===== config.mk =====
export PLATFORM = sky130hd
export DESIGN_NAME = bhd_back
export DESIGN_NICKNAME = d
export VERILOG_FILES = /design/src/bhd_pkg.sv /design/src/bhd_ram.sv /design/src/bhd_back.sv
export SDC_FILE = /design/constraint.sdc
export NUM_CORES = 2
export LEC_CHECK = 0
export BUFFER_PORTS_ARGS = -buffer_cell sky130_fd_sc_hd__clkbuf_2
export CORE_AREA = 2 2 747 563
export CTS_CLUSTER_SIZE = 16
export DETAILED_ROUTE_END_ITERATION = 10
export DIE_AREA = 0 0 749 565
export PLACE_DENSITY_LB_ADDON = 0.12
export SLEW_MARGIN = 20
export SYNTH_ARGS = -nofsm -noshare
export SYNTH_HDL_FRONTEND = slang
export SYNTH_MEMORY_MAX_BITS = 65536
export SYNTH_SLANG_ARGS = --single-unit

===== constraint.sdc =====
create_clock -name clk -period 33.7 [get_ports clk]
set_clock_uncertainty 0.05 [all_clocks]
set_input_delay 0 -clock clk [delete_from_list [all_inputs] [get_ports clk]]
set_output_delay 0 -clock clk [all_outputs]
set_load 0.02 [all_outputs]

===== src/bhd_pkg.sv =====
// ----------------------------------------------------------------------------
// bhd_pkg
// Shared types, constants and helper functions of the 3x3 halftone block.
// ----------------------------------------------------------------------------
`default_nettype none

package bhd_pkg;

  // Default for the widest supported image row
  localparam int MAX_WIDTH_DEFAULT = 1024;

  // Image size registers
  localparam int IMG_W_W   = 11;
  localparam int IMG_H_W   = 13;
  localparam int CFG_DATA_W = 13;
  localparam int CFG_IDX_W  = 1;
  localparam int ROW_W      = 12;
  localparam int MAX_HEIGHT = 4096;

  localparam logic [CFG_IDX_W-1:0] REG_IMAGE_WIDTH  = 1'd0;
  localparam logic [CFG_IDX_W-1:0] REG_IMAGE_HEIGHT = 1'd1;

  localparam logic [IMG_W_W-1:0] IMAGE_WIDTH_RESET  = 11'd1024;
  localparam logic [IMG_H_W-1:0] IMAGE_HEIGHT_RESET = 13'd1024;

  // Block sum store
  localparam int SUM_W = 12;

  // Command queue between front and back
  localparam int FIFO_DEPTH = 4;

  // avg = floor(sum/n) reaches level k+1 when sum >= LEVEL_LIMIT[k] * n
  localparam logic [7:0] LEVEL_LIMIT [9] = '{8'd25, 8'd51, 8'd77, 8'd103, 8'd129,
                                             8'd155, 8'd181, 8'd207, 8'd233};

  // Cells turn white in this order as the level rises
  localparam logic [3:0] FILL_BIT [9] = '{4'd4, 4'd3, 4'd5, 4'd7, 4'd2,
                                          4'd6, 4'd0, 4'd8, 4'd1};

  typedef struct packed {
    logic [7:0] red;
    logic [7:0] green;
    logic [7:0] blue;
  } pix_t;

  typedef struct packed {
    logic [10:0] block_row;
    logic [8:0]  block_col;
    logic [3:0]  level;
    logic [8:0]  dot_pattern;
    logic        last_block;
  } res_t;

  // One classified pixel, handed from front to back
  typedef struct packed {
    logic [7:0]  grey;
    logic        first;       // opens a new block: sum restarts
    logic        emit;        // closes a block: a result follows
    logic [3:0]  pix_count;   // in-image pixels of the block, 1..9
    logic [10:0] block_row;
    logic [8:0]  block_col;
    logic        last_block;
  } cmd_t;

  function automatic logic [3:0] level_of(input logic [SUM_W-1:0] sum,
                                          input logic [3:0] n);
    logic [3:0] lvl;
    lvl = '0;
    for (int k = 0; k < 9; k++) begin
      if (sum >= SUM_W'(LEVEL_LIMIT[k]) * SUM_W'(n)) begin
        lvl = lvl + 4'd1;
      end
    end
    return lvl;
  endfunction

  function automatic logic [8:0] pattern_of(input logic [3:0] lvl);
    logic [8:0] p;
    p = '0;
    for (int k = 0; k < 9; k++) begin
      if (4'(k) < lvl) begin
        p[FILL_BIT[k]] = 1'b1;
      end
    end
    return p;
  endfunction

endpackage

`default_nettype wire


===== src/bhd_ram.sv =====
// ----------------------------------------------------------------------------
// bhd_ram
// Simple dual-port RAM, one write and one registered read port.
// ----------------------------------------------------------------------------
`default_nettype none

module bhd_ram #(
  parameter int WIDTH = 12,
  parameter int DEPTH = 342,
  localparam int AW   = (DEPTH > 1) ? $clog2(DEPTH) : 1
) (
  input  wire logic             clk,
  input  wire logic             we,
  input  wire logic [AW-1:0]    waddr,
  input  wire logic [WIDTH-1:0] wdata,
  input  wire logic             re,
  input  wire logic [AW-1:0]    raddr,
  output logic      [WIDTH-1:0] rdata
);

  logic [WIDTH-1:0] mem [DEPTH];

  always_ff @(posedge clk) begin
    if (we) begin
      mem[waddr] <= wdata;
    end
    if (re) begin
      rdata <= mem[raddr];
    end
  end

endmodule

`default_nettype wire


===== src/bhd_back.sv =====
// ----------------------------------------------------------------------------
// bhd_back
// Read-modify-write of the per-block-column sums, quantising of finished
// blocks and the result output register.
// ----------------------------------------------------------------------------
`default_nettype none

module bhd_back
  import bhd_pkg::*;
#(
  parameter int MAX_WIDTH = MAX_WIDTH_DEFAULT,
  localparam int SUM_DEPTH = (MAX_WIDTH + 2) / 3,
  localparam int BC_W      = (SUM_DEPTH > 1) ? $clog2(SUM_DEPTH) : 1
) (
  input  wire logic            clk,
  input  wire logic            rst_n,
  input  wire logic            cmd_empty,
  output logic                 cmd_pop,
  input  wire cmd_t            cmd,
  input  wire logic [BC_W-1:0] cmd_addr,
  output logic                 out_valid,
  input  wire logic            out_ready,
  output res_t                 out_data
);

  logic             s1_valid_r;
  cmd_t             s1_cmd_r;
  logic [BC_W-1:0]  s1_addr_r;
  logic             fwd_hit_r;
  logic [SUM_W-1:0] fwd_data_r;
  logic             out_valid_r;
  res_t             out_data_r;

  logic [SUM_W-1:0] ram_rdata;
  logic [SUM_W-1:0] old_sum;
  logic [SUM_W-1:0] s1_sum;
  logic [3:0]       s1_level;
  logic             out_free;
  logic             s1_fire;

  assign out_free = !out_valid_r || out_ready;
  assign s1_fire  = s1_valid_r && (!s1_cmd_r.emit || out_free);
  assign cmd_pop  = !cmd_empty && (!s1_valid_r || s1_fire);

  // The write of the item ahead lands on the same edge as this read
  assign old_sum  = fwd_hit_r ? fwd_data_r : ram_rdata;
  assign s1_sum   = s1_cmd_r.first ? SUM_W'(s1_cmd_r.grey)
                                   : old_sum + SUM_W'(s1_cmd_r.grey);
  assign s1_level = level_of(s1_sum, s1_cmd_r.pix_count);

  bhd_ram #(
    .WIDTH (SUM_W),
    .DEPTH (SUM_DEPTH)
  ) u_sum_ram (
    .clk   (clk),
    .we    (s1_fire),
    .waddr (s1_addr_r),
    .wdata (s1_sum),
    .re    (cmd_pop),
    .raddr (cmd_addr),
    .rdata (ram_rdata)
  );

  always_ff @(posedge clk) begin
    if (!rst_n) begin
      s1_valid_r  <= 1'b0;
      fwd_hit_r   <= 1'b0;
      out_valid_r <= 1'b0;
    end else begin
      if (cmd_pop) begin
        s1_valid_r <= 1'b1;
        fwd_hit_r  <= s1_fire && (s1_addr_r == cmd_addr);
      end else if (s1_fire) begin
        s1_valid_r <= 1'b0;
      end
      if (s1_fire && s1_cmd_r.emit) begin
        out_valid_r <= 1'b1;
      end else if (out_ready) begin
        out_valid_r <= 1'b0;
      end
    end
  end

  always_ff @(posedge clk) begin
    if (cmd_pop) begin
      s1_cmd_r   <= cmd;
      s1_addr_r  <= cmd_addr;
      fwd_data_r <= s1_sum;
    end
    if (s1_fire && s1_cmd_r.emit) begin
      out_data_r.block_row   <= s1_cmd_r.block_row;
      out_data_r.block_col   <= s1_cmd_r.block_col;
      out_data_r.level       <= s1_level;
      out_data_r.dot_pattern <= pattern_of(s1_level);
      out_data_r.last_block  <= s1_cmd_r.last_block;
    end
  end

  assign out_valid = out_valid_r;
  assign out_data  = out_data_r;

endmodule

`default_nettype wire


==> Word level (Yosys, flattened, before mapping) <==
Memory sizes are Yosys's and may differ from the RTL's. A register that Yosys moved wholly into a read port is not among the register bits.
Cells that the tools add are included.
W data, S select, Z words.
{ "classes": {"n_addsub": 9, "mul": 9, "div_mod_pow": 0, "n_lt_le_gt_ge": 18, "eq_ne": 1, "shifts": 0, "mux": 26, "bitwise": 0, "reduce_logical": 13} }
{ "op_table": {"columns": ["cell", "count"], "rows": [
  ["$ge A12 B12 Y1", 5],
  ["$mul A8 B4 Y12 const A", 5],
  ["$add A4 B1 Y4 const B", 8],
  ["$mux W4", 8],
  ["$ge A12 B11 Y1", 2],
  ["$mux W12", 2],
  ["$mul A7 B4 Y11 const A", 2],
  ["$lt A3 B4 Y1 const A", 4],
  ["$mux W1", 16],
  ["$add A12 B8 Y12", 1],
  ["$ge A12 B10 Y1", 1],
  ["$ge A12 B9 Y1", 1],
  ["$mul A6 B4 Y10 const A", 1],
  ["$eq A9 B9 Y1", 1],
  ["$mul A5 B4 Y9 const A", 1],
  ["$lt A1 B4 Y1 const A", 2],
  ["$lt A2 B4 Y1 const A", 2],
  ["$logic_and A1 B1 Y1", 4],
  ["$logic_not A1 Y1", 4],
  ["$lt A4 B4 Y1 const A", 1],
  ["$reduce_bool A2 Y1", 2],
  ["$logic_or A1 B1 Y1", 3]
]} }
{ "totals": {"reg_bits": 93, "latchBits": 0, "ramBits": 4104, "mem_bits_ro": 0, "memories": 1} }
{ "mem_list": {"columns": ["memory", "words", "word_bits", "rd", "rd_ports_with_merged_regs", "wr", "line_no", "source"], "rows": [
  ["u_sum_ram.mem", 342, 12, 1, 1, 1, "bhd_ram.sv:21", "logic [WIDTH-1:0] mem [DEPTH];"]
]} }

==> Logic depth before layout (Yosys ltp) <==
{ "depth": {"word_depth": 23, "mapped_depth": 42, "ltp_nobuf": 41} }

==> Modules after synthesis <==
From an unflattened synthesis, not the netlist that was laid out.
{ "hier_totals": {"hier_cells": 7968, "area_unflattened_um2": 166437.1} }
{ "by_module_without_submodules": {"columns": ["module", "instances", "cells_each", "area_per_inst_um2", "seq_area_each_um2"], "rows": [
  ["bhd_ram", 1, 7202, 158353.1, 123598.5],
  ["bhd_back", 1, 766, 8084.0, 2732.6]
]} }

==> Worst setup path after synthesis <==
Ideal clock, no wire load.
{ "synth_timing": {"path_type": "reg2reg", "from": "register fwd_hit_r", "to": "register out_data_r, in the netlist out_data[4], data pin", "arrival_time_ns": 22.976, "required_ns": 33.369, "path_slack_ns": 10.394, "stages_incl_launch_ff": 43, "period_less_slack_ns": 23.306, "cell_sequence": "dfxtp_1 -> buf_6 -> clkbuf_1 -> mux2_2 -> ha_1 -> a211oi_1 -> o21ai_1 -> a21o_1 -> a21oi_1 -> xor2_1 -> o21ai_0 -> ha_1 -> nand2_1 -> a21oi_1 -> a211oi_1 -> o31ai_1 -> o21ba_2 -> and2_1 -> (+7 left out) -> a31oi_2 -> xor2_1 -> a21oi_1 -> inv_1 -> ha_1 -> xnor2_1 -> nor3_1 -> a221oi_1 -> ha_1 -> nand2_1 -> xnor2_1 -> xnor3_1 -> nand4b_1 -> mux2_2 -> o21ai_2 -> and3_1 -> buf_6 -> o211ai_1"} }
{ "synth_via": {"elab_chain_cells": 23, "word_cells_on_any_way": 31, "classes_between": "9 x add/sub; 10 x order compare; 12 x mux"} }
{ "synth_lines": {"columns": ["element", "line_no", "source"], "rows": [
  ["from (decl)", "bhd_back.sv:29", "logic fwd_hit_r;"],
  ["from (signal assigned)", "bhd_back.sv:72", "fwd_hit_r <= s1_fire && (s1_addr_r == cmd_addr);"],
  ["$mux W12 *", "bhd_back.sv:46", "assign old_sum = fwd_hit_r ? fwd_data_r : ram_rdata;"],
  ["$add A12 B8 Y12 *", "bhd_back.sv:48", ": old_sum + SUM_W'(s1_cmd_r.grey);"],
  ["$mux W12 *", "bhd_back.sv:47", "assign s1_sum = s1_cmd_r.first ? SUM_W'(s1_cmd_r.grey)"],
  ["via s1_sum[7]", "bhd_back.sv:36", "logic [SUM_W-1:0] s1_sum;"],
  ["$ge A12 B9 Y1", "bhd_pkg.sv:70", "if (sum >= SUM_W'(LEVEL_LIMIT[k]) * SUM_W'(n)) begin"],
  ["$mux W1", "bhd_pkg.sv:70", null],
  ["$add A4 B1 Y4", "bhd_pkg.sv:71", "lvl = lvl + 4'd1;"],
  ["$mux W4", "bhd_pkg.sv:70", null],
  ["(+8 left out)", null, null],
  ["$add A4 B1 Y4", "bhd_pkg.sv:71", null],
  ["$mux W4", "bhd_pkg.sv:70", null],
  ["$add A4 B1 Y4", "bhd_pkg.sv:71", null],
  ["$mux W4", "bhd_pkg.sv:70", null],
  ["$add A4 B1 Y4", "bhd_pkg.sv:71", null],
  ["$mux W4 *", "bhd_pkg.sv:70", null],
  ["$lt A1 B4 Y1 *", "bhd_pkg.sv:81", "if (4'(k) < lvl) begin"],
  ["$mux W1 *", "bhd_pkg.sv:81", null],
  ["to (decl)", "bhd_back.sv:32", "res_t out_data_r;"]
]} }
Mark *: on every way through the listed nets, which the timed path passes. The rest lies on a longest branch.
A chain may end at the register's enable or synchronous reset.

==> Final worst setup path <==
{ "layout_timing": {"from": "register fwd_hit_r", "to": "register out_data_r, in the netlist out_data[5], data pin"} }
Same word-level chain as after synthesis.

==> results.env <==
FINAL-HOLD-VIOLATION-COUNT=0
SYNTH_EDF_COUNT=4205
REPORT.FINAL.SETUP_VIOL=0
FIRST_GLOBAL_VIAS=77700
POWER.STATIC_LEAKAGE_nW=59.1
CTS_BUF_COUNT=421
GRT_MAX_DEGREE=200
INITIALDRTVIOLATIONCOUNT=9352
WORST_SLEW_PIN_SLEW_NS=1.21
ROUTED-VIA-COUNT=78000
GRT_FIRST_PASS_WIRELENGTH_UM=618000
FLOORPLAN.INITIALDENSITY_PCT=40.0
LAYOUT_MIN_CYCLE_TIME_NS=9.72
SYNTH_CELLS=7119
DETAIL_ROUTE.FIRST_PASS.ITERATIONS=9
FMAX_MHz=103
FIN_NETS=7914
TIMING_MAX_TRANSITION_VIOLATIONS_FINAL=0
SEQUENTIAL_FRACTION_OF_THE_SYNTHESIS_AREA_PCT=76.1
FIN_SETUP_TNS_NS=0
CTS_BUFFER_DEPTH=4
CTS_TREE='built'
INSERTION_DELAY_NS=1.00
GRT.OVERFLOW.TOTAL=0
CP_DATA_ARRIVAL_TIME_NS=10.37
CRITPATHLAUNCHTYPE='flop'
HPWL_UM=269000
CRITPATHMAXSTAGEDELAY_NS=0.83
AVG_INST_SIZE_SYNTH_UM2=23.3
DIE_WIDTH_UM=749
CLK_PIN_SLEW_NS=0.06
FINALWEIGHTEDCONGESTION=0.782
POST_LAYOUT_NONFILLER_INSTANCES=13600
CRIT_PATH_FREQUENT_CELL='sky130_fd_sc_hd__ha_1'
FP.COREAREA_UM2=415000
ASYNC_FLOP_SHARE_PCT=0
COUNT_OF_STANDARD_CELL_ROWS=205
SYNTH-WARNING-COUNT=0
CTS.SINKS=4208
FINALWIRELENGTH_UM=442000
POSTLAYOUTCOREUTIL_PCT=45.6
MAX-SLEW-MARGIN-REL_PCT=19.5
MOSTFREQUENTLAYOUTCELLS='sky130_fd_sc_hd__edfxtp_1 (4205), sky130_fd_sc_hd__mux4_2 (1343), sky130_fd_sc_hd__clkbuf_16 (423)'
GLOBAL_ROUTE.USAGE.MET2_PCT=30.0
REMAINING_DRC_ERRORS=3
DETAIL_ROUTE.VIAS_PER_CELL=5.75
IO_PINS=84
IR_DROP_mV=0.0495
SYN-NUM-NETS=7319
FLOW.AREA_GROWTH_FROM_SYNTHESIS_PCT=14.0
DPL.CELL_COUNT=12700
CTS_ROOT_BUF='sky130_fd_sc_hd__clkbuf_16'
RSZ_0062_RAISED_AFTER_GLOBAL_ROUTING='no'
FINAL_MIN_PERIOD_OVER_CLOCK_PERIOD_PCT=28.8
WORST_PATH_MAX_DELAY_CELL='sky130_fd_sc_hd__dfxtp_1'
NFILLCELLS=34300
DETAIL_ROUTE.WL_PER_CELL_UM=32.6
GRT_UTIL_MET3_PCT=4.27
HTREEDEPTH=5
ANTENNA_FOUND_INITIAL=44
SYNTH_TOP_FLOP_CELL='sky130_fd_sc_hd__edfxtp_1'
POSTSYNTHREGISTERBITS=4208
PORT_BUFFERS=83
GR-USAGE-MET1_PCT=32.4
POWER.DENSITY_CELL_AREA_nW_PER_UM2=62.3
SYNTH.CELL_AREA_UM2=166000
RUN_STATUS='complete, but fails checks'
ROUTE.ANTENNA.REMAINING_NETS=0
WHS_NS=0.0761
MAXIMUM_FANOUT_COUNT_ALONG_THE_CRITICAL_PATH=59
GLOBAL_ROUTE.PEAK_USAGE_LAYER='met1'
DIEHEIGHT_UM=565
FLOORPLAN.DIE_AREA_UM2=423000
CAP_VIOL_MAX_COUNT=0
LAYOUT_COMMONEST_CELL='sky130_fd_sc_hd__edfxtp_1'
STDCELL_AREA_UM2=189000
SETUP.WORST_PATH.END_CLASS='flop'
DRIVE_GT1_SHARE_PCT=31.6
UNIQUE_CELL_TYPE_COUNT_IN_THE_YOSYS_NETLIST=76
VIOLATIONS='DRC'
PLACEDINSTANCEAREA_UM2=175000
GLOBALROUTETOTALUTIL_PCT=20.6
CRITICAL_PATH_CLASS='reg2reg'
HOLDCRITPATHCLASS='in2reg'
CP.REQUIRED_NS=34.36
[report_power, final]
| group | leakage, nW | internal, W | switching, W |
|---|---|---|---|
| combinational | 14.6 | 0.000408 | 0.000838 |
| sequential | 38.1 | 0.00600 | 0.00000930 |
| clock | 6.41 | 0.00252 | 0.00201 |
| total | 59.1 | 0.00894 | 0.00286 |
[cell families (layout without fill, tap and decap cells)]
logic type | Yosys count | count (layout) | synth area share [%]
other | 0 | 14 | 0
multiplexers | 1401 | 1401 | 18.6
AO/OA/AOI/OAI | 248 | 248 | 0.988
XOR/XNOR | 80 | 80 | 0.449
flip-flops | 4208 | 4208 | 76.1
adder cells (fa/ha/maj) | 152 | 152 | 1.20
buffers and inverters | 450 | 1393 | 1.12
AND/OR/NAND/NOR | 580 | 580 | 1.48
[stage by stage]
| stage | power [W] | setup WS [ns] |
|---|---|---|
| 6_report | 0.0118 | 23.98 |
| 5_1_grt | 0.0122 | 23.10 |
| 4_1_cts | 0.0119 | 23.96 |
| 3_5_place_dp | 0.00737 | 23.94 |
| 2_1_floorplan | 0.00700 | 10.39 |
| 3_3_place_gp | 0.00734 | 24.02 |
[timing repair]
item	in CTS	in global routing
hold buffers	83	0
resized for setup	0	0
setup buffers	0	0
endpoints found under the setup margin	0	0
endpoints found under the hold margin	124	0
[worst max-delay path: cells and delay by family (launching register included)]
family / cells / cell delay (ns)
buf+inv: 4 / 0.79
fa+ha+maj: 7 / 2.34
simple gates: 6 / 0.70
compound gates: 17 / 3.28
mux: 1 / 0.44
xor+xnor: 5 / 1.01
flops: 1 / 0.83
[path summary, 6_finish.rpt]
| check | from | to | slack, ns | cells after the start |
|---|---|---|---|---|
| worst min register to register | s1_cmd_r[5] | out_data[18] | 0.33 | 0 |
| worst min-delay path | cmd_addr[4] | s1_addr_r[4] | 0.08 | 2 |
| worst max register to register | fwd_hit_r | out_data[5] | 23.98 | 40 |
| worst max-delay path | fwd_hit_r | out_data[5] | 23.98 | 40 |
[routing by layer]
layer  wire length [um]  share of wire (%)
met1             205000                 46
met2             194000                 44
met3              35200                8.0
met4               7770                1.8
met5                 77              0.017
[final cells by class]
| cell class | count | area, um2 | share of cell area [%] |
|---|---|---|---|
| sequential | 4208 | 126000 | 66.8 |
| multi-input combinational | 2461 | 38200 | 20.2 |
| clock buffer | 515 | 10900 | 5.78 |
| tap | 5485 | 6860 | 3.63 |
| timing repair buffer | 551 | 4320 | 2.29 |
| clock inverter | 256 | 2220 | 1.17 |
| inverter | 71 | 282 | 0.149 |
| antenna | 14 | 35.0 | 0.0185 |
[registers in the layout, summed over array words and instances (netlist names)]
signal / count
fwd_data_r: 12
fwd_hit_r: 1
out_data: 33
out_valid: 1
s1_addr_r: 9
s1_cmd_r: 35
s1_valid_r: 1
u_sum_ram.mem: 4104
u_sum_ram.rdata: 12
[Yosys cell counts (all sizes together) (9+ instances only)]
master | instances | area [um2]
nand2 | 67 | 251
xor2 | 35 | 307
nand2b | 14 | 87.6
a21oi | 81 | 409
nand3 | 27 | 140
mux4 | 1343 | 30200
mux2i | 35 | 375
buf | 154 | 753
edfxtp | 4205 | 126000
nor2b | 15 | 93.8
clkbuf | 225 | 845
o21ai | 40 | 208
o211ai | 12 | 100
xnor2 | 42 | 368
mux2 | 23 | 259
nor3 | 9 | 55.1
o21a | 13 | 97.6
fa | 12 | 240
inv | 71 | 267
ha | 140 | 1750
a21o | 25 | 188
a31oi | 14 | 93.8
nor2 | 405 | 1520
a211oi | 9 | 72.6
No activity file was read; power rests on OpenSTA's default activity.
