==> src/bhd_fifo.sv <==
// ----------------------------------------------------------------------------
// bhd_fifo
// Small register FIFO decoupling the pixel front from the block back end.
// ----------------------------------------------------------------------------
`default_nettype none

module bhd_fifo #(
  parameter int WIDTH = 8,
  parameter int DEPTH = 4,
  localparam int AW   = (DEPTH > 1) ? $clog2(DEPTH) : 1
) (
  input  wire logic             clk,
  input  wire logic             rst_n,
  input  wire logic             push,
  input  wire logic [WIDTH-1:0] push_data,
  output logic                  full,
  input  wire logic             pop,
  output logic      [WIDTH-1:0] pop_data,
  output logic                  empty
);

  logic [WIDTH-1:0] entry_r [DEPTH];
  logic [AW-1:0]    wr_ptr_r, wr_ptr_nxt;
  logic [AW-1:0]    rd_ptr_r, rd_ptr_nxt;
  logic [AW:0]      count_r, count_nxt;

  assign full     = (count_r == (AW+1)'(DEPTH));
  assign empty    = (count_r == '0);
  assign pop_data = entry_r[rd_ptr_r];

  always_comb begin
    wr_ptr_nxt = wr_ptr_r;
    rd_ptr_nxt = rd_ptr_r;
    count_nxt  = count_r;
    if (push) begin
      wr_ptr_nxt = (wr_ptr_r == AW'(DEPTH - 1)) ? '0 : wr_ptr_r + 1'b1;
    end
    if (pop) begin
      rd_ptr_nxt = (rd_ptr_r == AW'(DEPTH - 1)) ? '0 : rd_ptr_r + 1'b1;
    end
    if (push && !pop) begin
      count_nxt = count_r + 1'b1;
    end else if (pop && !push) begin
      count_nxt = count_r - 1'b1;
    end
  end

  always_ff @(posedge clk) begin
    if (!rst_n) begin
      wr_ptr_r <= '0;
      rd_ptr_r <= '0;
      count_r  <= '0;
    end else begin
      wr_ptr_r <= wr_ptr_nxt;
      rd_ptr_r <= rd_ptr_nxt;
      count_r  <= count_nxt;
    end
  end

  always_ff @(posedge clk) begin
    if (push) begin
      entry_r[wr_ptr_r] <= push_data;
    end
  end

endmodule

`default_nettype wire

==> config.mk <==
export PLATFORM = sky130hd
export DESIGN_NAME = bhd_fifo
export DESIGN_NICKNAME = d
export VERILOG_FILES = /design/src/bhd_fifo.sv
export SDC_FILE = /design/constraint.sdc
export NUM_CORES = 1
export LEC_CHECK = 0
export ABC_CLOCK_PERIOD_IN_PS = 1550
export BUFFER_PORTS_ARGS = -buffer_cell sky130_fd_sc_hd__buf_2
export CAP_MARGIN = 40
export CORE_ASPECT_RATIO = 0.75
export CORE_MARGIN = 2
export CORE_UTILIZATION = 40
export DETAILED_ROUTE_END_ITERATION = 7
export PLACE_DENSITY_LB_ADDON = 0.08
export SETUP_SLACK_MARGIN = 0.4
export SLEW_MARGIN = 15
export SYNTH_ARGS = -nofsm -noshare
export SYNTH_HDL_FRONTEND = slang
export SYNTH_SLANG_ARGS = --single-unit
==> constraint.sdc <==
create_clock -name clk -period 1.55 [get_ports clk]
set_clock_uncertainty 0.15 [all_clocks]
set_input_delay 0.0775 -clock clk [delete_from_list [all_inputs] [get_ports clk]]
set_output_delay 0.0775 -clock clk [all_outputs]
set_load 0.01 [all_outputs]
* Yosys cells after proc, flatten, opt, wreduce, memory -nomap -nowiden
Memories as Yosys holds them, arrays and structs flattened. A register that Yosys moved wholly into a read port is not among the register bits.
Cells that the tools add are included.
** Word-level totals
- Bits in writable memories :: 32
- Bits in registers :: 7
- Output and inout port bits :: 10
- Memories kept :: 1
- Word-level logic and storage cells :: 25
** Memory list
- entry_r :: words 4, bits a word 8, rd ports 1, clocked after Yosys merged registers in 1, wr ports 1, line 22 : logic [WIDTH-1:0] entry_r [DEPTH];
** Cells by class
- Reduce and logical (&&, ||, !) cells :: 6
- Muxes and demuxes :: 8
- $add $sub $neg :: 4
- Equality and inequality tests :: 3
** Operator list (number)
- $mux 2 :: 4
- $mux 3 :: 2
- $add 2x1->2 const B :: 2
- $eq 2x2->1 const B :: 2
- $add 3x1->3 const B :: 1
- $eq 3x3->1 const B :: 1
- $logic_not 3->1 :: 1
- $sub 3x1->3 const B :: 1
- $logic_and 1x1->1 :: 2
- $logic_not 1->1 :: 2
- $mux 1 :: 2
- $reduce_bool 2->1 :: 1

* Logic depth before layout (Yosys ltp)
Gate-level depths: netlist (run 1).
- Depth in word-level cells :: 4
- Mapped depth :: 7

* Least setup slack after synthesis (run 1)
Ideal clock, no wire load.
- Path type :: register to register
- From :: reg count_r[0]
- To :: reg count_r[2]
- Setup time :: 70 ps
- Buffers on the path :: 0
- Cell stages (with the launch flop) :: 5
- Required time :: 1330 ps
- Arrival time :: 1323 ps
- Setup slack :: 7 ps
- Cells stage by stage :: dfxtp_1 > fa_1 > xor2_1 > or3_1 > a21boi_1
** On the way
- Longest elaborated chain between the ends :: 3
** Ends and longest elaborated chain
- start: declaration :: line 25 : logic [AW:0] count_r, count_nxt;
- start signal: assignment :: line 56 : count_r <= count_nxt;
- $sub 3x1->3 :: line 44 : count_nxt = count_r - 1'b1;
- $mux 3 :: line 43 : end else if (pop && !push) begin
- $mux 3 (*) :: line 41 : if (push && !pop) begin
Every way passes the cells marked *; elsewhere a longest branch is shown, timed or not. The select of a mux whose other input is x is not followed.
A chain may end at the register's enable or synchronous reset.

==> out/results.txt, run 1 <==
Clock Root Buffer -> sky130_fd_sc_hd__clkbuf_8
Site Rows -> 19
Max_cap viols -> 0
Warning count from the yosys run -> 0
CP endpoint kind -> output pin
GPL Wtd Cong -> 0.765
Chip width -> 77.4 um
First-pass iteration count of the detailed router -> 4
Required arrival time at the worst endpoint -> 1320 ps
Startpoint-to-endpoint class of the critical path -> flip-flop to output pin
Slowest-stage cell, CP -> sky130_fd_sc_hd__mux4_2
Hold Violations, Final -> 0
Portion of netlist area occupied by mux cells -> 13.6%
Cell types occupying the most area after synthesis -> sky130_fd_sc_hd__edfxtp_1 59%, sky130_fd_sc_hd__dfxtp_1 11%, sky130_fd_sc_hd__mux4_2 11%
Aggregate routed wire length -> 2830 um
Violated checks -> negative setup slack
Total non-filler cell area in the finished layout -> 0.00217 mm^2
Remaining routing DRC violations -> 0
Largest fanout on the critical path -> 8
Full die area -> 0.00457 mm^2
Final count of pins violating max slew -> 0
TritonCTS Buffers -> 5
Share of the yosys chip area belonging to registers -> 70.6%
Port Buf Inserts -> 21
Ratio of cells with drive above 1 in the final layout -> 49.2%
Area of the placeable core -> 0.00376 mm^2
Worst-skew pair later-pin latency -> 280 ps
Post-place instance area -> 0.00183 mm^2
Total congestion overflow after global routing -> 0
Net Count, Synth -> 105
Number of antenna diodes -> 0
Total track usage -> 14.0%
Post-detailed-route wirelength per cell -> 15.5 um
Worst Path Arrival -> 1420 ps
Total of fill cells in the finished design -> 315
Area share of and/or/nand/nor cells after synthesis -> 5.58%
Most used cells in the layout excluding fill and tap cells -> 32 x sky130_fd_sc_hd__edfxtp_1, 18 x sky130_fd_sc_hd__buf_2, 9 x sky130_fd_sc_hd__dlygate4sd3_1
RSZ-0062 raised after global routing -> true
Dominant cell type by area after synthesis -> sky130_fd_sc_hd__edfxtp_1
Number of DRC markers in iteration 0 -> 42
Pwr/cell area -> 1150 mW/mm^2
Crit path launch type -> flip-flop
Layout Nets -> 148
Complex-gate fraction of the synthesized area -> 1.24%
Slew at the pin with the worst max-slew slack -> 176 ps
Adder-cell share of the synthesized area -> 5.89%
Achievable frequency -> 609 MHz
Part of the power in combinational logic -> 14.8%
Buffers & Inverters on Critical Path -> 1
Global-route wire length before repair -> 4530 um
Main combinational cell family by area after synthesis -> multiplexers
Post-route worst setup slack -> -93.4 ps
Leak Pwr -> 0.786 nW
IO Pins -> 22
Critical path's largest stage delay -> 540 ps
Vias per std cell -> 4.85
Via count of the first global-routing pass -> 935
Critical Path Stages -> 2
Internal portion of total power -> 0.00194 W
Vias -> 883
Maximum root-to-sink buffer count -> 2
Per-instance average area after synthesis -> 18.8 um^2
Area added between synthesis and finish -> 34.3%
Seq cells post-synth -> 41
Largest delay contributor family on the critical path -> multiplexers
Xor and xnor area share after synthesis -> 1.08%
Worst vdd ir -> 0.745 mV
Number of sinks handled by clock tree synthesis -> 41
Residual antenna-violating net count after detailed routing -> 0
Initial cell density of the core -> 43.0%
Accumulated negative setup slack -> -591 ps
Maximum number of pins on one net before global-route repair -> 13
Antenna violations before repair -> 0
Headroom to the max-slew limit -> 88.3%
Gate count after technology mapping -> 86
Depth of the CTS H-tree -> 2
Outcome -> finished, violations left
Sw Ratio -> 22.0%
Final period util -> 106%
CTS tree -> done
Clock network power share -> 32.7%
DPL Wire Length -> 1800 um
Cell area after synthesis -> 0.00162 mm^2
Post-layout min period -> 1640 ps
Share of the synthesized area in the top cell type -> 59.5%
Die Height -> 59.0 um
Number of cells on the worst hold path -> 4
Clock transition at path regs -> 70 ps
Proportion of power drawn by flip-flops and latches -> 52.5%
Critical path, cell by cell -> mux4_2 -> buf_6
Worst-case reg-to-reg path depth -> 4
Net Switching -> 0.000547 W
Hold WC Path Type -> input pin to flip-flop
Most common library cell in the layout ignoring fill and taps -> sky130_fd_sc_hd__edfxtp_1
Unique cell type count in the Yosys netlist -> 20
Final setup violating endpoints -> 8
worst register-to-register path, cell delays in order (launching register included):
cell and delay [ps]:
sky130_fd_sc_hd__dfxtp_4 370, sky130_fd_sc_hd__fa_2 360, sky130_fd_sc_hd__xor2_1 170, sky130_fd_sc_hd__or3_1 300, sky130_fd_sc_hd__a21boi_1 120
final timing paths:
kind	from	to	slack, ps
worst max-delay path	flip-flop	pop_data[1]	-90
worst min-delay path	pop	flip-flop	110
worst max register to register	count_r[1]$_SDFFE_PN0P_	count_r[2]$_SDFFE_PN0P_	20
worst min register to register	count_r[2]$_SDFFE_PN0P_	count_r[2]$_SDFFE_PN0P_	390
logic make-up after synthesis:
family,count (synthesis)
AND/OR/NAND/NOR,15
AO/OA/AOI/OAI,3
adder cells (fa/ha/maj),7
multiplexers,12
flip-flops,41
buffers and inverters,6
XOR/XNOR,2
cell usage after synthesis (all sizes together):
| cell | number |
|---|---|
| ha | 6 |
| and2 | 5 |
| inv | 4 |
| mux4 | 8 |
| fa | 1 |
| o21ai | 1 |
| xor2 | 1 |
| nor2 | 1 |
| xnor2 | 1 |
| a21boi | 1 |
| or3 | 1 |
| dfxtp | 9 |
| edfxtp | 32 |
| nor3 | 2 |
| nor3b | 1 |
| mux2i | 4 |
| o21a | 1 |
| nor2b | 5 |
| buf | 1 |
| clkbuf | 1 |
timing repair:
action | CTS | global route
endpoints found under the hold margin | 41 | 0
pin swaps | 4 | 1
endpoints found under the setup margin | 45 | 45
gates resized for setup | 23 | 2
hold buffers | 9 | 0
setup buffers | 2 | 2
flip-flops by register name, indices dropped and copies added, names as in the netlist, named ones only:
name      flops
entry_r      32
count_r       3
rd_ptr_r      2
wr_ptr_r      2
power by group through the flow:
stage               sequential [W]  clock [W]  combinational, W
floorplan                  0.00130          0          0.000189
global placement           0.00132          0          0.000270
detailed placement         0.00132          0          0.000283
CTS                        0.00130   0.000833          0.000345
global route               0.00131   0.000871          0.000405
finish                     0.00130   0.000813          0.000368
final cells by class:
class,count,area (um^2),area share (%)
flip-flops and latches,41,1160,53.5
inverters,4,22.5,1.04
multi-input cells,39,534,24.6
repair buffers,38,282,13.0
well taps,52,65.1,3.00
clock inverters,2,33.8,1.56
clock buffers,6,72.6,3.34
stage by stage:
stage	util, %	total power (W)	hold WS, ps	setup slack, ps	cells
final	57.8	0.00249	105	-93.4	182
after global routing	57.8	0.00259	119	-156	182
after CTS	57.1	0.00248	105	-121	180
after detailed placement	48.8	0.00160	149	-93.6	161
after global placement	48.8	0.00159	142	-31.8	161
after floorplan	-	0.00149	26.4	105	86
layer usage:
metal  GRT usage [%]  vias to the layer above  part of all wire [%]
met3            4.57                        6                   3.6
met2            24.8                       18                    52
met1            16.1                      445                    42
met5               0                        -                     0
li1                -                      414                     -
met4            5.36                        0                   1.7
Power figures use the tool's default switching activity.
==> run 2, diff against run 1 <==
CTS_CLUSTER_DIAMETER = 100   (was default)
SKIP_LAST_GASP = 1   (was default)
==> out/results.txt, run 2 (same netlist as run 1, synthesis figures left out) <==
Origin of the critical flop-to-flop path -> count_r[1]$_SDFFE_PN0P_
Final count of pins violating max slew -> 0 (unchanged)
Number of placed instances, taps included -> 161 (unchanged)
Number of cells on the worst hold path -> 4 (unchanged)
Largest fanout on the critical path -> 8 (unchanged)
Leak Pwr -> 0.786 nW (about the same)
CP endpoint kind -> output pin
Post-layout min period -> 1640 ps (+0.328 ps)
Worst r2r dst -> count_r[2]$_SDFFE_PN0P_
Total congestion overflow after global routing -> 0 (unchanged)
Hold WC Path Type -> input pin to flip-flop
Layout Nets -> 148 (unchanged)
Outcome -> finished, violations left
GPL Wtd Cong -> 0.765 (unchanged)
Remaining routing DRC violations -> 0 (unchanged)
Pre-CTS setup slack -> -93.6 ps (unchanged)
Violated checks -> negative setup slack
Hold Violations, Final -> 0 (unchanged)
Net Switching -> 0.000548 W (+0.16%)
CTS tree -> done
Antenna violations before repair -> 0 (unchanged)
Post-detailed-route wirelength per cell -> 15.9 um (+2.0%)
Via count of the first global-routing pass -> 939 (+0.43%)
Final setup violating endpoints -> 9 (+1)
Startpoint-to-endpoint class of the critical path -> flip-flop to output pin
Vias per std cell -> 4.87 (+0.45%)
Total track usage -> 13.9% (-0.069 points)
Critical hold path startpoint -> pop
Most common library cell in the layout ignoring fill and taps -> sky130_fd_sc_hd__edfxtp_1
Most used cells in the layout excluding fill and tap cells -> 32 x sky130_fd_sc_hd__edfxtp_1, 18 x sky130_fd_sc_hd__buf_2, 9 x sky130_fd_sc_hd__dlygate4sd3_1
Clock transition at path regs -> 70 ps (about the same)
Number of standard cells in the layout, taps in and fillers out -> 182 (unchanged)
RSZ-0062 raised after global routing -> true
Number of sinks handled by clock tree synthesis -> 41 (unchanged)
DPL Wire Length -> 1800 um (unchanged)
Slew at the pin with the worst max-slew slack -> 177 ps (+1.88 ps)
Worst Path Arrival -> 1420 ps (about the same)
Part of the power in combinational logic -> 14.9% (about the same)
Achievable frequency -> 608 MHz (about the same)
Worst-case reg-to-reg path depth -> 4 (unchanged)
Clock Root Buffer -> sky130_fd_sc_hd__clkbuf_8
First-pass iteration count of the detailed router -> 4 (unchanged)
Headroom to the max-slew limit -> 88.1% (-0.17 points)
Site Rows -> 19 (unchanged)
Chip width -> 77.4 um (unchanged)
Pwr/cell area -> 1150 mW/mm^2 (about the same)
Area added between synthesis and finish -> 34.3% (unchanged)
Area of the placeable core -> 0.00376 mm^2 (unchanged)
Depth of the CTS H-tree -> 2 (unchanged)
Full die area -> 0.00457 mm^2 (unchanged)
Max_cap viols -> 0 (unchanged)
Vias -> 887 (+0.45%)
Crit path launch type -> flip-flop
Largest reg by FF count -> entry_r
Global-route wire length before repair -> 4520 um (-0.31%)
Flip-flop count of the largest register, all copies and words added -> 32 (unchanged)
Proportion of power drawn by flip-flops and latches -> 52.4% (about the same)
Initial cell density of the core -> 43.0% (unchanged)
Die Height -> 59.0 um (unchanged)
Post-route worst setup slack -> -93.7 ps (-0.328 ps)
Port Buf Inserts -> 21 (unchanged)
Internal portion of total power -> 0.00194 W (about the same)
Required arrival time at the worst endpoint -> 1320 ps (about the same)
Residual antenna-violating net count after detailed routing -> 0 (unchanged)
Number of antenna diodes -> 0 (unchanged)
Number of DRC markers in iteration 0 -> 50 (+19%)
Biggest registers after layout -> entry_r (32), count_r (3)
Maximum root-to-sink buffer count -> 2 (unchanged)
Clock network power share -> 32.7% (about the same)
Final period util -> 106% (about the same)
Worst vdd ir -> 0.747 mV (+0.22%)
Sw Ratio -> 22.0% (+0.023 points)
IO Pins -> 22 (unchanged)
Aggregate routed wire length -> 2890 um (+2.0%)
Ratio of cells with drive above 1 in the final layout -> 49.2% (unchanged)
Worst-skew pair later-pin latency -> 280 ps (about the same)
TritonCTS Buffers -> 5 (unchanged)
Maximum number of pins on one net before global-route repair -> 13 (unchanged)
Register-to-register setup slack -> 0 ps (-20 ps)
==> run 2: cell counts in the layout (fill, tap and decap cells not counted) <==
No cell type changed its count.
==> run 2: cell type report <==
class,count,area (um^2)
inverter,4,22.5
multi-input combinational,39,534
timing repair buffer,38,282
fill,312,1590
sequential,41,1160
clock buffer,6,72.6
clock inverter,2,33.8
tap,52,65.1
==> run 2: timing repair <==
action | CTS | global route
resized for setup | 19 | 6
endpoints found under the setup margin | 45 | 45
pin swaps | 3 | 3
hold buffers | 9 | 0
hold endpoints to repair | 41 | 0
setup buffers | 2 | 2
==> run 2: power by group through the flow <==
stage                     Clock, W  Sequential (W)  Combinational [W]
final                     0.000812         0.00130           0.000371
after global routing      0.000871         0.00131           0.000405
after CTS                 0.000833         0.00130           0.000343
after detailed placement         0         0.00132           0.000283
after global placement           0         0.00132           0.000270
after floorplan                  0         0.00130           0.000189
==> run 2: worst max-delay path: stages (launching register included) <==
cell and delay [ps]:
sky130_fd_sc_hd__dfxtp_4 450, sky130_fd_sc_hd__mux4_2 540, sky130_fd_sc_hd__buf_6 140
==> run 2: worst max path at each step <==
stage,from,to,slack [ps]
2_1_floorplan,count_r[1]$_SDFFE_PN0P_,count_r[2]$_SDFFE_PN0P_,110
5_1_grt,flip-flop,pop_data[1],-160
4_1_cts,flip-flop,pop_data[2],-120
3_3_place_gp,pop,count_r[2]$_SDFFE_PN0P_,-30
6_report,flip-flop,pop_data[1],-90
3_5_place_dp,pop,count_r[2]$_SDFFE_PN0P_,-90
==> run 2: through the flow <==
| step | hold WS, ps | setup TNS, ps | area [um^2] | utilization (%) | power, W |
|---|---|---|---|---|---|
| finish | 105 | -602 | 2170 | 57.8 | 0.00249 |
| global route | 119 | -1170 | 2170 | 57.8 | 0.00259 |
| CTS | 105 | -785 | 2130 | 56.6 | 0.00248 |
| detailed placement | 149 | -93.6 | 1830 | 48.8 | 0.00160 |
| global placement | 142 | -31.8 | 1830 | 48.8 | 0.00159 |
| floorplan | 26.4 | 0 | 1650 | - | 0.00149 |
==> run 2: layer usage <==
layer  GRT usage, %  wire [um]
met5              0          0
met4           5.36         29
met3           4.57        120
met2           24.7       1500
met1           16.0       1240
==> run 3, diff against run 2 <==
CAP_MARGIN = 20   (was 40)
CORE_MARGIN = 8   (was 2)
CORE_UTILIZATION = 50   (was 40)
==> out/results.txt, run 3 (same netlist as run 1, synthesis figures left out) <==
Via count of the first global-routing pass -> 915 (-2.6%)
Final count of pins violating max slew -> 0 (unchanged)
Final period util -> 107% (+0.48 points)
Startpoint-to-endpoint class of the critical path -> flip-flop to output pin
Initial cell density of the core -> 50.5% (+7.5 points)
GPL Wtd Cong -> 0.682 (-11%)
Ratio of cells with drive above 1 in the final layout -> 50.4% (+1.2 points)
Pwr/cell area -> 1160 mW/mm^2 (+1.5%)
Post-route worst setup slack -> -101 ps (-7.41 ps)
Slew at the pin with the worst max-slew slack -> 396 ps (+218 ps)
CTS tree -> done
Largest reg by FF count -> entry_r
Area of the placeable core -> 0.00320 mm^2 (-15%)
Crit path launch type -> flip-flop
Clock transition at path regs -> 70 ps (about the same)
Fraction of met2 tracks used by global routing -> 17.8% (-6.9 points)
Remaining routing DRC violations -> 0 (unchanged)
Number of standard cells in the layout, taps in and fillers out -> 169 (-7.1%)
Max_cap viols -> 0 (unchanged)
IO Pins -> 22 (unchanged)
Met3 Track Usage GR -> 4.77% (+0.20 points)
Accumulated negative setup slack -> -655 ps (-52.6 ps)
Number of DRC markers in iteration 0 -> 26 (-48%)
Depth of the CTS H-tree -> 2 (unchanged)
Pre-CTS setup slack -> -83.7 ps (+9.95 ps)
Total track usage -> 11.6% (-2.3 points)
Achievable frequency -> 606 MHz (-0.45%)
Port Buf Inserts -> 21 (unchanged)
Number of antenna diodes -> 0 (unchanged)
Worst-case hold slack -> 86.6 ps (-18.4 ps)
RSZ-0062 raised after global routing -> true
Worst vdd ir -> 0.718 mV (-3.9%)
Post-detailed-route wirelength per cell -> 16.2 um (+2.1%)
Grt met1 use -> 13.6% (-2.3 points)
Site Rows -> 18 (-1)
Worst-skew pair later-pin latency -> 280 ps (about the same)
Total non-filler cell area in the finished layout -> 0.00216 mm^2 (-0.23%)
Worst Path Arrival -> 1420 ps (about the same)
Largest fanout on the critical path -> 8 (unchanged)
Required arrival time at the worst endpoint -> 1320 ps (about the same)
Worst-case reg-to-reg path depth -> 4 (unchanged)
Total congestion overflow after global routing -> 0 (unchanged)
Area added between synthesis and finish -> 34.0%
Die Height -> 65.2 um (+10%)
First-pass iteration count of the detailed router -> 4 (unchanged)
CP endpoint kind -> output pin
Global-route wire length before repair -> 4420 um (-2.1%)
Flip-flop count of the largest register, all copies and words added -> 32 (unchanged)
Routing layer with the top usage in global route -> met2
Aggregate routed wire length -> 2740 um (-5.2%)
Full die area -> 0.00532 mm^2 (+17%)
Headroom to the max-slew limit -> 73.6% (-15 points)
Hold Violations, Final -> 0 (unchanged)
Residual antenna-violating net count after detailed routing -> 0 (unchanged)
Antenna violations before repair -> 0 (unchanged)
Biggest registers after layout -> entry_r (32), count_r (3)
Vias per std cell -> 5.09 (+4.4%)
Post-layout min period -> 1650 ps (+7.41 ps)
Layout Nets -> 147 (-0.68%)
Violated checks -> negative setup slack
Maximum root-to-sink buffer count -> 2 (unchanged)
TritonCTS Buffers -> 5 (unchanged)
Clock Root Buffer -> sky130_fd_sc_hd__clkbuf_8
Outcome -> finished, violations left
Most common library cell in the layout ignoring fill and taps -> sky130_fd_sc_hd__edfxtp_1
Leak Pwr -> 0.789 nW (+0.38%)
Chip width -> 81.6 um (+5.5%)
Number of cells on the worst hold path -> 4 (unchanged)
Vias -> 860 (-3.0%)
Final setup violating endpoints -> 8 (-1)
Number of sinks handled by clock tree synthesis -> 41 (unchanged)
DPL Wire Length -> 1790 um (-0.60%)
Post-place instance area -> 0.00181 mm^2 (-1.2%)
Most used cells in the layout excluding fill and tap cells -> 32 x sky130_fd_sc_hd__edfxtp_1, 16 x sky130_fd_sc_hd__buf_2, 9 x sky130_fd_sc_hd__dlygate4sd3_1
Number of placed instances, taps included -> 148 (-8.1%)
Maximum number of pins on one net before global-route repair -> 13 (unchanged)
Hold WC Path Type -> input pin to flip-flop
## run 3: cell types whose count changed in the layout (fill, tap and decap cells not counted)
cell	change
sky130_fd_sc_hd__buf_2	-2
sky130_fd_sc_hd__buf_4	-1
sky130_fd_sc_hd__buf_6	+2
sky130_fd_sc_hd__clkbuf_8	+1
sky130_fd_sc_hd__clkinv_1	-1
sky130_fd_sc_hd__dfxtp_1	-1
sky130_fd_sc_hd__dfxtp_2	+1
sky130_fd_sc_hd__nor3_2	+1
sky130_fd_sc_hd__nor3_4	-1
## run 3: area by class of cell
cell class | instances | area [um^2]
clock inverters | 1 | 30.0
flip-flops and latches | 41 | 1160
clock buffers | 7 | 86.3
well taps | 40 | 50.0
multi-input cells | 39 | 528
fillers | 227 | 1030
inverters | 4 | 22.5
repair buffers | 37 | 287
## run 3: where the power goes
group          switching [W]  internal [W]
combinational       0.000153      0.000213
clock               0.000325      0.000524
sequential         0.0000500       0.00125
## run 3: metrics by stage
stage                     power, W  util (%)
final                      0.00252      67.7
after floorplan            0.00149         -
after detailed placement   0.00160      56.6
after global placement     0.00159      56.6
after CTS                  0.00255      67.3
after global routing       0.00263      67.7
## run 3: worst max-delay path, stage by stage, from the launching register on
cell and delay [ps]:
sky130_fd_sc_hd__dfxtp_4 450, sky130_fd_sc_hd__mux4_2 550, sky130_fd_sc_hd__buf_6 140
## run 3: worst paths after layout
kind                            from                       to  slack (ps)
max                        flip-flop              pop_data[4]        -100
min                              pop                flip-flop          90
max reg2reg  count_r[1]$_SDFFE_PN0P_  count_r[2]$_SDFFE_PN0P_          10
min reg2reg  count_r[2]$_SDFFE_PN0P_  count_r[2]$_SDFFE_PN0P_         390
## run 3: repair_timing
item,CTS,global route
setup buffers,4,0
setup endpoints to repair,45,47
hold buffers,9,0
endpoints found under the hold margin,41,0
pin swaps,5,1
gates resized for setup,24,3
## run 3: routing by layer
| metal | part of all wire (%) | up-vias |
|---|---|---|
| li1 | - | 408 |
| met1 | 43 | 429 |
| met2 | 49 | 20 |
| met3 | 6.4 | 3 |
| met4 | 1.1 | 0 |
| met5 | 0 | - |
